$ cat config.mk
export PLATFORM = sky130hd
export DESIGN_NAME = sha256_reduced_round_compress_flat
export DESIGN_NICKNAME = d
export VERILOG_FILES = /design/src/hdl/s256rr_pkg.sv /design/src/hdl/s256rr_blk_if.sv /design/src/hdl/s256rr_dig_if.sv /design/src/hdl/s256rr_cfg_if.sv /design/src/hdl/s256rr_round.sv /design/src/hdl/sha256_reduced_round_compress.sv /design/src/flat_wrapper.sv
export SDC_FILE = /design/constraint.sdc
export NUM_CORES = 2
export LEC_CHECK = 0
export ABC_CLOCK_PERIOD_IN_PS = 42800
export BUFFER_PORTS_ARGS = -buffer_cell sky130_fd_sc_hd__buf_2
export CAP_MARGIN = 20
export CORE_MARGIN = 10
export CORE_UTILIZATION = 45
export CTS_CLUSTER_SIZE = 20
export DETAILED_ROUTE_END_ITERATION = 7
export SYNTH_ARGS = -nofsm -noshare
export SYNTH_HDL_FRONTEND = slang
export SYNTH_SLANG_ARGS = --single-unit
$ cat constraint.sdc
create_clock -name i_clk -period 42.8 [get_ports i_clk]
set_input_delay 8.56 -clock i_clk [delete_from_list [all_inputs] [get_ports i_clk]]
set_output_delay 8.56 -clock i_clk [all_outputs]
set_load 0.02 [all_outputs]
$ cat src/hdl/s256rr_pkg.sv
// Shared types, constants and the round-constant table for the reduced-round SHA-256 core.
package s256rr_pkg;

    localparam int WORD_W     = 32;
    localparam int PAIR_W     = 64;
    localparam int CNT_W      = 7;
    localparam int KIDX_W     = 6;
    localparam int MAX_ROUNDS_DEF = 64;
    localparam int NUM_WORDS  = 8;
    localparam int WIN_LEN    = 16;

    typedef logic [WORD_W-1:0]               t_word;
    typedef logic [NUM_WORDS-1:0][WORD_W-1:0] t_work;
    typedef logic [WIN_LEN-1:0][WORD_W-1:0]   t_sched;

    typedef enum logic [1:0] {
        ST_IDLE,
        ST_ROUND,
        ST_FINAL,
        ST_OUT
    } t_state;

    localparam t_work INIT_HASH = {
        32'h5be0cd19, 32'h1f83d9ab, 32'h9b05688c, 32'h510e527f,
        32'ha54ff53a, 32'h3c6ef372, 32'hbb67ae85, 32'h6a09e667
    };

    // Round constant for round idx
    function automatic t_word round_const(input logic [KIDX_W-1:0] idx);
        t_word k;
        case (idx)
            6'd0:  k = 32'h428a2f98;  6'd1:  k = 32'h71374491;
            6'd2:  k = 32'hb5c0fbcf;  6'd3:  k = 32'he9b5dba5;
            6'd4:  k = 32'h3956c25b;  6'd5:  k = 32'h59f111f1;
            6'd6:  k = 32'h923f82a4;  6'd7:  k = 32'hab1c5ed5;
            6'd8:  k = 32'hd807aa98;  6'd9:  k = 32'h12835b01;
            6'd10: k = 32'h243185be;  6'd11: k = 32'h550c7dc3;
            6'd12: k = 32'h72be5d74;  6'd13: k = 32'h80deb1fe;
            6'd14: k = 32'h9bdc06a7;  6'd15: k = 32'hc19bf174;
            6'd16: k = 32'he49b69c1;  6'd17: k = 32'hefbe4786;
            6'd18: k = 32'h0fc19dc6;  6'd19: k = 32'h240ca1cc;
            6'd20: k = 32'h2de92c6f;  6'd21: k = 32'h4a7484aa;
            6'd22: k = 32'h5cb0a9dc;  6'd23: k = 32'h76f988da;
            6'd24: k = 32'h983e5152;  6'd25: k = 32'ha831c66d;
            6'd26: k = 32'hb00327c8;  6'd27: k = 32'hbf597fc7;
            6'd28: k = 32'hc6e00bf3;  6'd29: k = 32'hd5a79147;
            6'd30: k = 32'h06ca6351;  6'd31: k = 32'h14292967;
            6'd32: k = 32'h27b70a85;  6'd33: k = 32'h2e1b2138;
            6'd34: k = 32'h4d2c6dfc;  6'd35: k = 32'h53380d13;
            6'd36: k = 32'h650a7354;  6'd37: k = 32'h766a0abb;
            6'd38: k = 32'h81c2c92e;  6'd39: k = 32'h92722c85;
            6'd40: k = 32'ha2bfe8a1;  6'd41: k = 32'ha81a664b;
            6'd42: k = 32'hc24b8b70;  6'd43: k = 32'hc76c51a3;
            6'd44: k = 32'hd192e819;  6'd45: k = 32'hd6990624;
            6'd46: k = 32'hf40e3585;  6'd47: k = 32'h106aa070;
            6'd48: k = 32'h19a4c116;  6'd49: k = 32'h1e376c08;
            6'd50: k = 32'h2748774c;  6'd51: k = 32'h34b0bcb5;
            6'd52: k = 32'h391c0cb3;  6'd53: k = 32'h4ed8aa4a;
            6'd54: k = 32'h5b9cca4f;  6'd55: k = 32'h682e6ff3;
            6'd56: k = 32'h748f82ee;  6'd57: k = 32'h78a5636f;
            6'd58: k = 32'h84c87814;  6'd59: k = 32'h8cc70208;
            6'd60: k = 32'h90befffa;  6'd61: k = 32'ha4506ceb;
            6'd62: k = 32'hbef9a3f7;  6'd63: k = 32'hc67178f2;
            default: k = 32'h00000000;
        endcase
        return k;
    endfunction

endpackage

$ cat src/hdl/s256rr_blk_if.sv
// Message block channel: sixteen words packed two per field.
interface s256rr_blk_if;
    logic        valid;
    logic        ready;
    logic [63:0] words_0_1;
    logic [63:0] words_2_3;
    logic [63:0] words_4_5;
    logic [63:0] words_6_7;
    logic [63:0] words_8_9;
    logic [63:0] words_10_11;
    logic [63:0] words_12_13;
    logic [63:0] words_14_15;

    modport source (
        output valid, words_0_1, words_2_3, words_4_5, words_6_7,
               words_8_9, words_10_11, words_12_13, words_14_15,
        input  ready
    );
    modport sink (
        input  valid, words_0_1, words_2_3, words_4_5, words_6_7,
               words_8_9, words_10_11, words_12_13, words_14_15,
        output ready
    );
endinterface

$ cat src/hdl/s256rr_dig_if.sv
// Digest channel: eight 32-bit result words.
interface s256rr_dig_if;
    logic        valid;
    logic        ready;
    logic [31:0] digest_word_0;
    logic [31:0] digest_word_1;
    logic [31:0] digest_word_2;
    logic [31:0] digest_word_3;
    logic [31:0] digest_word_4;
    logic [31:0] digest_word_5;
    logic [31:0] digest_word_6;
    logic [31:0] digest_word_7;

    modport source (
        output valid, digest_word_0, digest_word_1, digest_word_2, digest_word_3,
               digest_word_4, digest_word_5, digest_word_6, digest_word_7,
        input  ready
    );
    modport sink (
        input  valid, digest_word_0, digest_word_1, digest_word_2, digest_word_3,
               digest_word_4, digest_word_5, digest_word_6, digest_word_7,
        output ready
    );
endinterface

$ cat src/hdl/s256rr_cfg_if.sv
// Configuration write channel for the round count register.
interface s256rr_cfg_if;
    logic       valid;
    logic       ready;
    logic [6:0] round_count;

    modport source (output valid, round_count, input ready);
    modport sink   (input valid, round_count, output ready);
endinterface

$ cat src/hdl/s256rr_round.sv
// One SHA-256 round plus one message schedule expansion step, shared across all rounds.
module s256rr_round (
    input  s256rr_pkg::t_work  i_work,
    input  s256rr_pkg::t_sched i_sched,
    input  s256rr_pkg::t_word  i_k,
    output s256rr_pkg::t_work  o_work,
    output s256rr_pkg::t_word  o_wnext
);

    function automatic s256rr_pkg::t_word rotr(input s256rr_pkg::t_word x, input int n);
        return (x >> n) | (x << (32 - n));
    endfunction

    s256rr_pkg::t_word a, b, c, d, e, f, g, h;
    s256rr_pkg::t_word bs0, bs1, ch, maj, t1, t2, sg0, sg1;

    // Compress one round
    always_comb begin
        a = i_work[0]; b = i_work[1]; c = i_work[2]; d = i_work[3];
        e = i_work[4]; f = i_work[5]; g = i_work[6]; h = i_work[7];
        bs1 = rotr(e, 6) ^ rotr(e, 11) ^ rotr(e, 25);
        ch  = (e & f) ^ (~e & g);
        t1  = h + bs1 + ch + i_k + i_sched[0];
        bs0 = rotr(a, 2) ^ rotr(a, 13) ^ rotr(a, 22);
        maj = (a & b) ^ (a & c) ^ (b & c);
        t2  = bs0 + maj;
        o_work[7] = g;
        o_work[6] = f;
        o_work[5] = e;
        o_work[4] = d + t1;
        o_work[3] = c;
        o_work[2] = b;
        o_work[1] = a;
        o_work[0] = t1 + t2;
    end

    // Expand the word sixteen positions ahead of the window head
    always_comb begin
        sg0 = rotr(i_sched[1], 7) ^ rotr(i_sched[1], 18) ^ (i_sched[1] >> 3);
        sg1 = rotr(i_sched[14], 17) ^ rotr(i_sched[14], 19) ^ (i_sched[14] >> 10);
        o_wnext = i_sched[0] + sg0 + i_sched[9] + sg1;
    end

endmodule

$ cat src/hdl/sha256_reduced_round_compress.sv
// Top level: reduced-round SHA-256 compression from the fixed initial hash value.
//
//  channel  | dir | handshake          | payload
//  ---------+-----+--------------------+----------------------------------------
//  i_cfg    | in  | valid/ready        | round_count (7 bits)
//  i_blk    | in  | valid/ready        | words_0_1 .. words_14_15 (8 x 64 bits)
//  o_dig    | out | valid/ready        | digest_word_0 .. digest_word_7 (32 bits)
//
// One round runs per cycle in a single shared round unit; an item passes through load,
// N rounds, final add and result, N being round_count capped at MAX_ROUNDS.
// i_blk is ready only while idle; the result holds in o_dig until it is taken.
// i_cfg is ready whenever out of reset. Reset is synchronous, active low; round_count
// resets to 64.
module sha256_reduced_round_compress #(
    parameter int MAX_ROUNDS = s256rr_pkg::MAX_ROUNDS_DEF
) (
    input  logic          i_clk,
    input  logic          i_rst_n,
    s256rr_cfg_if.sink    i_cfg,
    s256rr_blk_if.sink    i_blk,
    s256rr_dig_if.source  o_dig
);

    localparam logic [s256rr_pkg::CNT_W-1:0] LIMIT = s256rr_pkg::CNT_W'(MAX_ROUNDS);

    s256rr_pkg::t_state r_state, n_state;
    logic [s256rr_pkg::CNT_W-1:0] r_round_count;
    logic [s256rr_pkg::CNT_W-1:0] r_limit, n_limit;
    logic [s256rr_pkg::CNT_W-1:0] r_rnd, n_rnd;
    s256rr_pkg::t_work  r_work, n_work;
    s256rr_pkg::t_sched r_sched, n_sched;
    s256rr_pkg::t_work  r_dig, n_dig;

    s256rr_pkg::t_work  rnd_work;
    s256rr_pkg::t_word  rnd_wnext;
    s256rr_pkg::t_sched blk_sched;
    logic               blk_acc;

    // Shared round unit
    s256rr_round u_round (
        .i_work  (r_work),
        .i_sched (r_sched),
        .i_k     (s256rr_pkg::round_const(r_rnd[s256rr_pkg::KIDX_W-1:0])),
        .o_work  (rnd_work),
        .o_wnext (rnd_wnext)
    );

    // Unpack the block, word 2k from the upper half of field k
    assign blk_sched = {
        i_blk.words_14_15[31:0], i_blk.words_14_15[63:32],
        i_blk.words_12_13[31:0], i_blk.words_12_13[63:32],
        i_blk.words_10_11[31:0], i_blk.words_10_11[63:32],
        i_blk.words_8_9[31:0],   i_blk.words_8_9[63:32],
        i_blk.words_6_7[31:0],   i_blk.words_6_7[63:32],
        i_blk.words_4_5[31:0],   i_blk.words_4_5[63:32],
        i_blk.words_2_3[31:0],   i_blk.words_2_3[63:32],
        i_blk.words_0_1[31:0],   i_blk.words_0_1[63:32]
    };

    // Hold both inputs off while in reset
    assign i_cfg.ready = i_rst_n;
    assign i_blk.ready = i_rst_n && (r_state == s256rr_pkg::ST_IDLE);
    assign blk_acc     = i_blk.valid && i_blk.ready;

    // Sequence load, rounds, final add and result
    always_comb begin
        n_state = r_state;
        n_limit = r_limit;
        n_rnd   = r_rnd;
        n_work  = r_work;
        n_sched = r_sched;
        n_dig   = r_dig;
        case (r_state)
            s256rr_pkg::ST_IDLE: begin
                if (blk_acc) begin
                    n_limit = (r_round_count > LIMIT) ? LIMIT : r_round_count;
                    n_rnd   = '0;
                    n_work  = s256rr_pkg::INIT_HASH;
                    n_sched = blk_sched;
                    n_state = (r_round_count == '0) ? s256rr_pkg::ST_FINAL
                                                    : s256rr_pkg::ST_ROUND;
                end
            end
            s256rr_pkg::ST_ROUND: begin
                n_work  = rnd_work;
                n_sched = {rnd_wnext, r_sched[s256rr_pkg::WIN_LEN-1:1]};
                n_rnd   = r_rnd + 1'b1;
                if (n_rnd == r_limit) begin
                    n_state = s256rr_pkg::ST_FINAL;
                end
            end
            s256rr_pkg::ST_FINAL: begin
                for (int i = 0; i < s256rr_pkg::NUM_WORDS; i++) begin
                    n_dig[i] = r_work[i] + s256rr_pkg::INIT_HASH[i];
                end
                n_state = s256rr_pkg::ST_OUT;
            end
            s256rr_pkg::ST_OUT: begin
                if (o_dig.ready) begin
                    n_state = s256rr_pkg::ST_IDLE;
                end
            end
            default: begin
                n_state = s256rr_pkg::ST_IDLE;
            end
        endcase
    end

    // Hold control state and the configuration register
    always_ff @(posedge i_clk) begin
        if (!i_rst_n) begin
            r_state       <= s256rr_pkg::ST_IDLE;
            r_round_count <= s256rr_pkg::CNT_W'(64);
        end else begin
            r_state <= n_state;
            if (i_cfg.valid && i_cfg.ready) begin
                r_round_count <= i_cfg.round_count;
            end
        end
    end

    // Advance the datapath registers
    always_ff @(posedge i_clk) begin
        r_limit <= n_limit;
        r_rnd   <= n_rnd;
        r_work  <= n_work;
        r_sched <= n_sched;
        r_dig   <= n_dig;
    end

    // Drive the result item
    assign o_dig.valid         = (r_state == s256rr_pkg::ST_OUT);
    assign o_dig.digest_word_0 = r_dig[0];
    assign o_dig.digest_word_1 = r_dig[1];
    assign o_dig.digest_word_2 = r_dig[2];
    assign o_dig.digest_word_3 = r_dig[3];
    assign o_dig.digest_word_4 = r_dig[4];
    assign o_dig.digest_word_5 = r_dig[5];
    assign o_dig.digest_word_6 = r_dig[6];
    assign o_dig.digest_word_7 = r_dig[7];

endmodule

$ cat src/flat_wrapper.sv
// flat-port wrapper written by rule: the top's interface ports become plain ports
module sha256_reduced_round_compress_flat 
#(
    parameter int MAX_ROUNDS = s256rr_pkg::MAX_ROUNDS_DEF
)
  (i_clk, i_rst_n, i_cfg_valid, i_cfg_round_count, i_cfg_ready, i_blk_valid, i_blk_words_0_1, i_blk_words_2_3, i_blk_words_4_5, i_blk_words_6_7, i_blk_words_8_9, i_blk_words_10_11, i_blk_words_12_13, i_blk_words_14_15, i_blk_ready, o_dig_valid, o_dig_digest_word_0, o_dig_digest_word_1, o_dig_digest_word_2, o_dig_digest_word_3, o_dig_digest_word_4, o_dig_digest_word_5, o_dig_digest_word_6, o_dig_digest_word_7, o_dig_ready);
  s256rr_cfg_if i_cfg_i ();
  s256rr_blk_if i_blk_i ();
  s256rr_dig_if o_dig_i ();
  input  logic i_clk;
  input  logic i_rst_n;
  input wire logic [$bits(i_cfg_i.valid)-1:0] i_cfg_valid;
  input wire logic [$bits(i_cfg_i.round_count)-1:0] i_cfg_round_count;
  output wire logic [$bits(i_cfg_i.ready)-1:0] i_cfg_ready;
  input wire logic [$bits(i_blk_i.valid)-1:0] i_blk_valid;
  input wire logic [$bits(i_blk_i.words_0_1)-1:0] i_blk_words_0_1;
  input wire logic [$bits(i_blk_i.words_2_3)-1:0] i_blk_words_2_3;
  input wire logic [$bits(i_blk_i.words_4_5)-1:0] i_blk_words_4_5;
  input wire logic [$bits(i_blk_i.words_6_7)-1:0] i_blk_words_6_7;
  input wire logic [$bits(i_blk_i.words_8_9)-1:0] i_blk_words_8_9;
  input wire logic [$bits(i_blk_i.words_10_11)-1:0] i_blk_words_10_11;
  input wire logic [$bits(i_blk_i.words_12_13)-1:0] i_blk_words_12_13;
  input wire logic [$bits(i_blk_i.words_14_15)-1:0] i_blk_words_14_15;
  output wire logic [$bits(i_blk_i.ready)-1:0] i_blk_ready;
  output wire logic [$bits(o_dig_i.valid)-1:0] o_dig_valid;
  output wire logic [$bits(o_dig_i.digest_word_0)-1:0] o_dig_digest_word_0;
  output wire logic [$bits(o_dig_i.digest_word_1)-1:0] o_dig_digest_word_1;
  output wire logic [$bits(o_dig_i.digest_word_2)-1:0] o_dig_digest_word_2;
  output wire logic [$bits(o_dig_i.digest_word_3)-1:0] o_dig_digest_word_3;
  output wire logic [$bits(o_dig_i.digest_word_4)-1:0] o_dig_digest_word_4;
  output wire logic [$bits(o_dig_i.digest_word_5)-1:0] o_dig_digest_word_5;
  output wire logic [$bits(o_dig_i.digest_word_6)-1:0] o_dig_digest_word_6;
  output wire logic [$bits(o_dig_i.digest_word_7)-1:0] o_dig_digest_word_7;
  input wire logic [$bits(o_dig_i.ready)-1:0] o_dig_ready;
  assign i_cfg_i.valid = i_cfg_valid;
  assign i_cfg_i.round_count = i_cfg_round_count;
  assign i_cfg_ready = i_cfg_i.ready;
  assign i_blk_i.valid = i_blk_valid;
  assign i_blk_i.words_0_1 = i_blk_words_0_1;
  assign i_blk_i.words_2_3 = i_blk_words_2_3;
  assign i_blk_i.words_4_5 = i_blk_words_4_5;
  assign i_blk_i.words_6_7 = i_blk_words_6_7;
  assign i_blk_i.words_8_9 = i_blk_words_8_9;
  assign i_blk_i.words_10_11 = i_blk_words_10_11;
  assign i_blk_i.words_12_13 = i_blk_words_12_13;
  assign i_blk_i.words_14_15 = i_blk_words_14_15;
  assign i_blk_ready = i_blk_i.ready;
  assign o_dig_valid = o_dig_i.valid;
  assign o_dig_digest_word_0 = o_dig_i.digest_word_0;
  assign o_dig_digest_word_1 = o_dig_i.digest_word_1;
  assign o_dig_digest_word_2 = o_dig_i.digest_word_2;
  assign o_dig_digest_word_3 = o_dig_i.digest_word_3;
  assign o_dig_digest_word_4 = o_dig_i.digest_word_4;
  assign o_dig_digest_word_5 = o_dig_i.digest_word_5;
  assign o_dig_digest_word_6 = o_dig_i.digest_word_6;
  assign o_dig_digest_word_7 = o_dig_i.digest_word_7;
  assign o_dig_i.ready = o_dig_ready;
  sha256_reduced_round_compress #(.MAX_ROUNDS(MAX_ROUNDS)) u_core (.i_clk(i_clk), .i_rst_n(i_rst_n), .i_cfg(i_cfg_i), .i_blk(i_blk_i), .o_dig(o_dig_i));
endmodule
# ---- After elaboration in Yosys (flattened, before gate mapping)
# Memories as Yosys holds them, arrays and structs flattened. A register that Yosys moved wholly into a read port is not among the register bits.
# Index checks and enable logic that the tools add are counted.
dict set report word_totals {
  register_bits 1047
  rom_bits 2048
  memories 1
}
# memory words word_bits rd rd_clocked_by_memory_dff write_ports line
set mem_list {}
lappend mem_list {{(name not given)} 64 32 1 1 0 s256rr_pkg.sv:31} ;# case (idx)
dict set report op_classes {
  add_sub_neg 19
  order_cmp 1
  n_eq_ne 7
  mux 12
  bitwise_logic 27
  reduce_logical 9
}
# cell n
set ops {}
lappend ops {{512-bit case mux with 2 select lines} 1}
lappend ops {{512-bit two-way mux} 1}
lappend ops {{256-bit case mux with 2 select lines} 1}
lappend ops {{32-bit adder} 10}
lappend ops {{32-bit XOR} 9}
lappend ops {{256-bit two-way mux} 1}
lappend ops {{32-bit bitwise AND} 5}
lappend ops {{32-bit by 31-bit adder with 32-bit output (second input constant)} 3}
lappend ops {{32-bit adder (second input constant)} 3}
lappend ops {{32-bit by 29-bit adder with 32-bit output (second input constant)} 1}
lappend ops {{32-bit by 30-bit adder with 32-bit output (second input constant)} 1}
lappend ops {{32-bit inverter} 1}
lappend ops {{10-bit by 32-bit bitwise OR with 32-bit output} 1}
lappend ops {{13-bit by 32-bit bitwise OR with 32-bit output} 1}
lappend ops {{14-bit by 32-bit bitwise OR with 32-bit output} 1}
lappend ops {{15-bit by 32-bit bitwise OR with 32-bit output} 1}
lappend ops {{19-bit by 32-bit bitwise OR with 32-bit output} 1}
lappend ops {{21-bit by 32-bit bitwise OR with 32-bit output} 1}
lappend ops {{25-bit by 32-bit bitwise OR with 32-bit output} 1}
lappend ops {{26-bit by 32-bit bitwise OR with 32-bit output} 1}
lappend ops {{30-bit by 32-bit bitwise OR with 32-bit output} 1}
lappend ops {{7-bit by 32-bit bitwise OR with 32-bit output} 1}
lappend ops {{32-bit by 22-bit XOR with 32-bit output} 1}
lappend ops {{32-bit by 29-bit XOR with 32-bit output} 1}
lappend ops {{17 further kinds} 26}

# ---- Depth between registers and ports, before layout
dict set report depth {
  word_depth 9
  mapped_depth 33
  depth_no_buf 32
}

# ---- Modules after synthesis
# A second synthesis with hierarchy kept.
dict set report unflattened {
  hier_cells 5062
  area_unflattened_um2 62975.4
}
# module n_inst cells_per_inst area_per_inst_um2
set modules_own_cells {}
lappend modules_own_cells {sha256_reduced_round_compress 1 3257 48004.8}
lappend modules_own_cells {s256rr_round 1 1805 14970.6}

# ---- Least setup slack after synthesis
# OpenSTA, ideal clock, no wires.
dict set report synth_path {
  kind {input port to flip-flop}
  from {input i_blk_valid}
  to {register u_core.r_rnd[0] (netlist bit) (enable)}
  setup_ps 1112
  arrival_time_ps 23896
  t_required_ps 41688
  slack_ps 17792
  cell_stages 3
  cell_sequence {and3_1 > nor2_1 > inv_1}
}
dict set report synth_via {
  elab_chain_cells 3
}
# element line
set synth_lines {}
lappend synth_lines {{start, declared} flat_wrapper.sv:15} ;# input wire logic [$bits(i_blk_i.valid)-1:0] i_blk_valid;
lappend synth_lines {{1-bit logical AND} sha256_reduced_round_compress.sv:63} ;# assign blk_acc = i_blk.valid && i_blk.ready;
lappend synth_lines {{2-bit by 1-bit inequality test with 1-bit output (no source line)} --}
lappend synth_lines {{2-bit AND reduction (no source line)} --}
lappend synth_lines {{end signal, assigned} sha256_reduced_round_compress.sv:125} ;# r_rnd <= n_rnd;
lappend synth_lines {{end, declared} sha256_reduced_round_compress.sv:29} ;# logic [s256rr_pkg::CNT_W-1:0] r_rnd, n_rnd;
# No other way between the ends.
# A chain may end at the register's enable or synchronous reset.

# ---- Final worst setup path
dict set report layout_path {
  from {input i_rst_n}
  to {output i_blk_ready}
}
dict set report layout_via {
  elab_chain_cells 1
}
# element line
set layout_lines {}
lappend layout_lines {{start, declared} flat_wrapper.sv:11} ;# input logic i_rst_n;
lappend layout_lines {{1-bit logical AND} sha256_reduced_round_compress.sv:62} ;# assign i_blk.ready = i_rst_n && (r_state == s256rr_pkg::ST_IDLE);
lappend layout_lines {{end, declared} flat_wrapper.sv:24} ;# output wire logic [$bits(i_blk_i.ready)-1:0] i_blk_ready;
# No other way between the ends.

==> impl_metrics.ini <==
[clock_tree]
cts_setup_buffers = 0
clock-root-buffer = clkbuf_16
cts_buffers = 117
clk_pin_slew_ns = 0.06
cts_sinks = 1079
cts_tree = built
cts_resized = 0
clock_path_buffers = 3
cts_hold_buf = 0
clk_latency_ns = 0.78
htree_levels = 3

[sta]
fin_skew_ns = 0.0820
min_period_ns = 17.62
finalMaxSlewViolations = 0
rsz0062_at_grt = no
hold_violations = 0
tightestPinTransition_ns = 1.12
clock.fmax_mhz = 56.8
finalCritPeriodShare = 0.412
finalSetupViolCount = 0
slew_headroom = 0.253
timing.setup.tns_ns = 0

[synth]
synth.distinct_cells = 95
yosysWarningCount = 0
ys_seq_elements = 1079
synth_edf_count = 1038
synthTopCellsByCount = 1038 x edfxtp_1, 527 x mux2_2, 417 x xnor2_1, 261 x nand2_1, 233 x nor2_1
async_flop_share = 0
syn_inst = 4708
syn_avg_cell_area_um2 = 12.8
synth_top_area_share = 0.516
netlist_top_cells_area = edfxtp_1 52%, mux2_2 9.8%, fa_1 6.2%
ys.flop_type = edfxtp_1
syn_nets = 5573
synth.most_common_cell = edfxtp_1
seq_area_frac_synth = 0.529
syn_area_mm2 = 0.0604
yosysTopAreaCell = edfxtp_1

[setup_path]
endpoint_kind = output pin
crit_path_max_fanout = 13
start_kind = primary input
r2r_slack_ns = 33.99
worstSetupPathType = primary input to output pin
cp.required_ns = 34.24
critical_path.cell_chain = buf_2 -> and2_1 -> buf_2
crit_top_cell = buf_2
critical_path.slowest_cell = buf_2
worstPathArrival_ns = 9.06
cpPeakStageDelay_ns = 0.19
r2r_start = u_core.r_work[155]$_SDFFCE_PN0P_
cp-startpoint = i_rst_n

[placement]
finalWeightedCongestion = 0.948
place_hpwl_um = 160000
place_inst = 7065
port_buffers = 782

[final_layout]
drive_above_1_share = 0.286
layout.nets = 6283
area_growth_pct = 16.3
stdcell_count = 7329

[die]
die_h_um = 386
initial_core_util = 0.453
die-area_mm2 = 0.149
num_io_pins = 783
rows = 134
floorplan.core_area_mm2 = 0.133
chipWidth_um = 386

[worst_hold_path]
min_path_type = flop to flop
hp-start = u_core.r_work[64]$_SDFFCE_PN0P_

[drt]
route.detailed.drc = 0
vias = 40406
routedWlPerCell_um = 28.3
wl_um = 207000
dr.pass1.iters = 5
drt_iter0_markers = 3321
via_per_inst = 5.51
drtAntennaViolNets = 0

[global_route]
first_global_vias = 40899
grt_overflow_total = 0
grtUsageTotal = 0.267
grt_pass1_wl_um = 293000
antenna_found_initial = 124
grt_max_degree = 212

[outcome]
outcome = completed

[flow_run]
maxCapViolations = 0
per-layer routing:
layer	global-route usage	vias up	share of wire
met5	0	-	0.0037
met1	0.313	19865	0.38
met4	0.103	120	0.042
met2	0.464	1466	0.50
li1	-	18491	-
met3	0.0709	464	0.074
cell families (layout without fill, tap and decap cells):
kind of cell,Yosys count,count (layout),share of synthesized area
flip-flops,1079,1079,0.529
AND/OR/NAND/NOR,995,995,0.0811
AO/OA/AOI/OAI,712,712,0.0794
XOR/XNOR,580,580,0.0841
multiplexers,545,545,0.101
buffers and inverters,435,1247,0.0275
adder cells (fa/ha/maj),362,362,0.0973
other,0,41,0
placed cells by master, fill, tap and decap left out, types with 36 or more instances in the layout:
cell / instances
a21o_1: 75
a211oi_1: 36
edfxtp_1: 1038
a21oi_1: 167
o21ai_1: 36
xnor2_1: 417
dfxtp_1: 41
mux2_2: 527
o21ai_0: 125
diode_2: 41
nand2b_1: 134
buf_2: 782
nor2b_1: 39
nand3_1: 67
fa_1: 187
xor2_1: 163
nor2_1: 233
inv_1: 200
clkbuf_16: 117
nand2_1: 261
and2_1: 98
nor3_1: 58
ha_1: 152
final timing paths:
check / to / depth (start not counted)
setup reg to reg: u_core.r_work[31]$_SDFFCE_PN0P_ / 31
hold / removal: u_core.o_dig.digest_word_2[0]$_DFFE_PP_ / 0
setup / recovery: i_blk_ready / 3
hold reg to reg: u_core.o_dig.digest_word_2[0]$_DFFE_PP_ / 0
per-stage QoR:
| stage | hold slack [ns] | cell area [um^2] | util | setup slack (ns) |
|---|---|---|---|---|
| finish | 0.484 | 70300 | 0.527 | 25.18 |
| global route | 0.511 | 70300 | 0.527 | 25.15 |
| CTS | 0.492 | 70100 | 0.526 | 25.18 |
| detailed placement | 0.477 | 66100 | 0.495 | 25.18 |
| global placement | 0.472 | 66100 | 0.495 | 25.18 |
| floorplan | 0.433 | 60400 | - | 17.79 |
worst max-delay path, delay by kind of cell:
kind | cells | cell delay, ns
simple gates | 1 | 0.15
buf+inv | 2 | 0.35
flip-flops by register name, indices dropped and copies added (netlist names):
| signal | count |
|---|---|
| u_core.r_sched | 512 |
| u_core.o_dig.digest_word_3 | 32 |
| u_core.o_dig.digest_word_1 | 32 |
| u_core.o_dig.digest_word_5 | 32 |
| u_core.r_round_count | 7 |
| u_core.o_dig.digest_word_0 | 32 |
| u_core.o_dig.digest_word_2 | 32 |
| u_core.r_state | 2 |
| u_core.o_dig.digest_word_4 | 32 |
| u_core.o_dig.digest_word_7 | 32 |
| u_core.r_limit | 7 |
| u_core.r_rnd | 7 |
| u_core.o_dig.digest_word_6 | 32 |
| u_core.u_round.i_k | 32 |
| u_core.r_work | 256 |
final cells by class:
cell class	instances	area (um^2)
fillers	11668	63200
flip-flops and latches	1079	32000
multi-input cells	3194	26800
repair buffers	823	4310
clock buffers	130	2980
well taps	1768	2210
clock inverters	91	1120
inverters	203	769
diodes	41	103
Power is not shown: default switching activity piles up to over one toggle a cycle in this logic, so the estimate is an artifact.
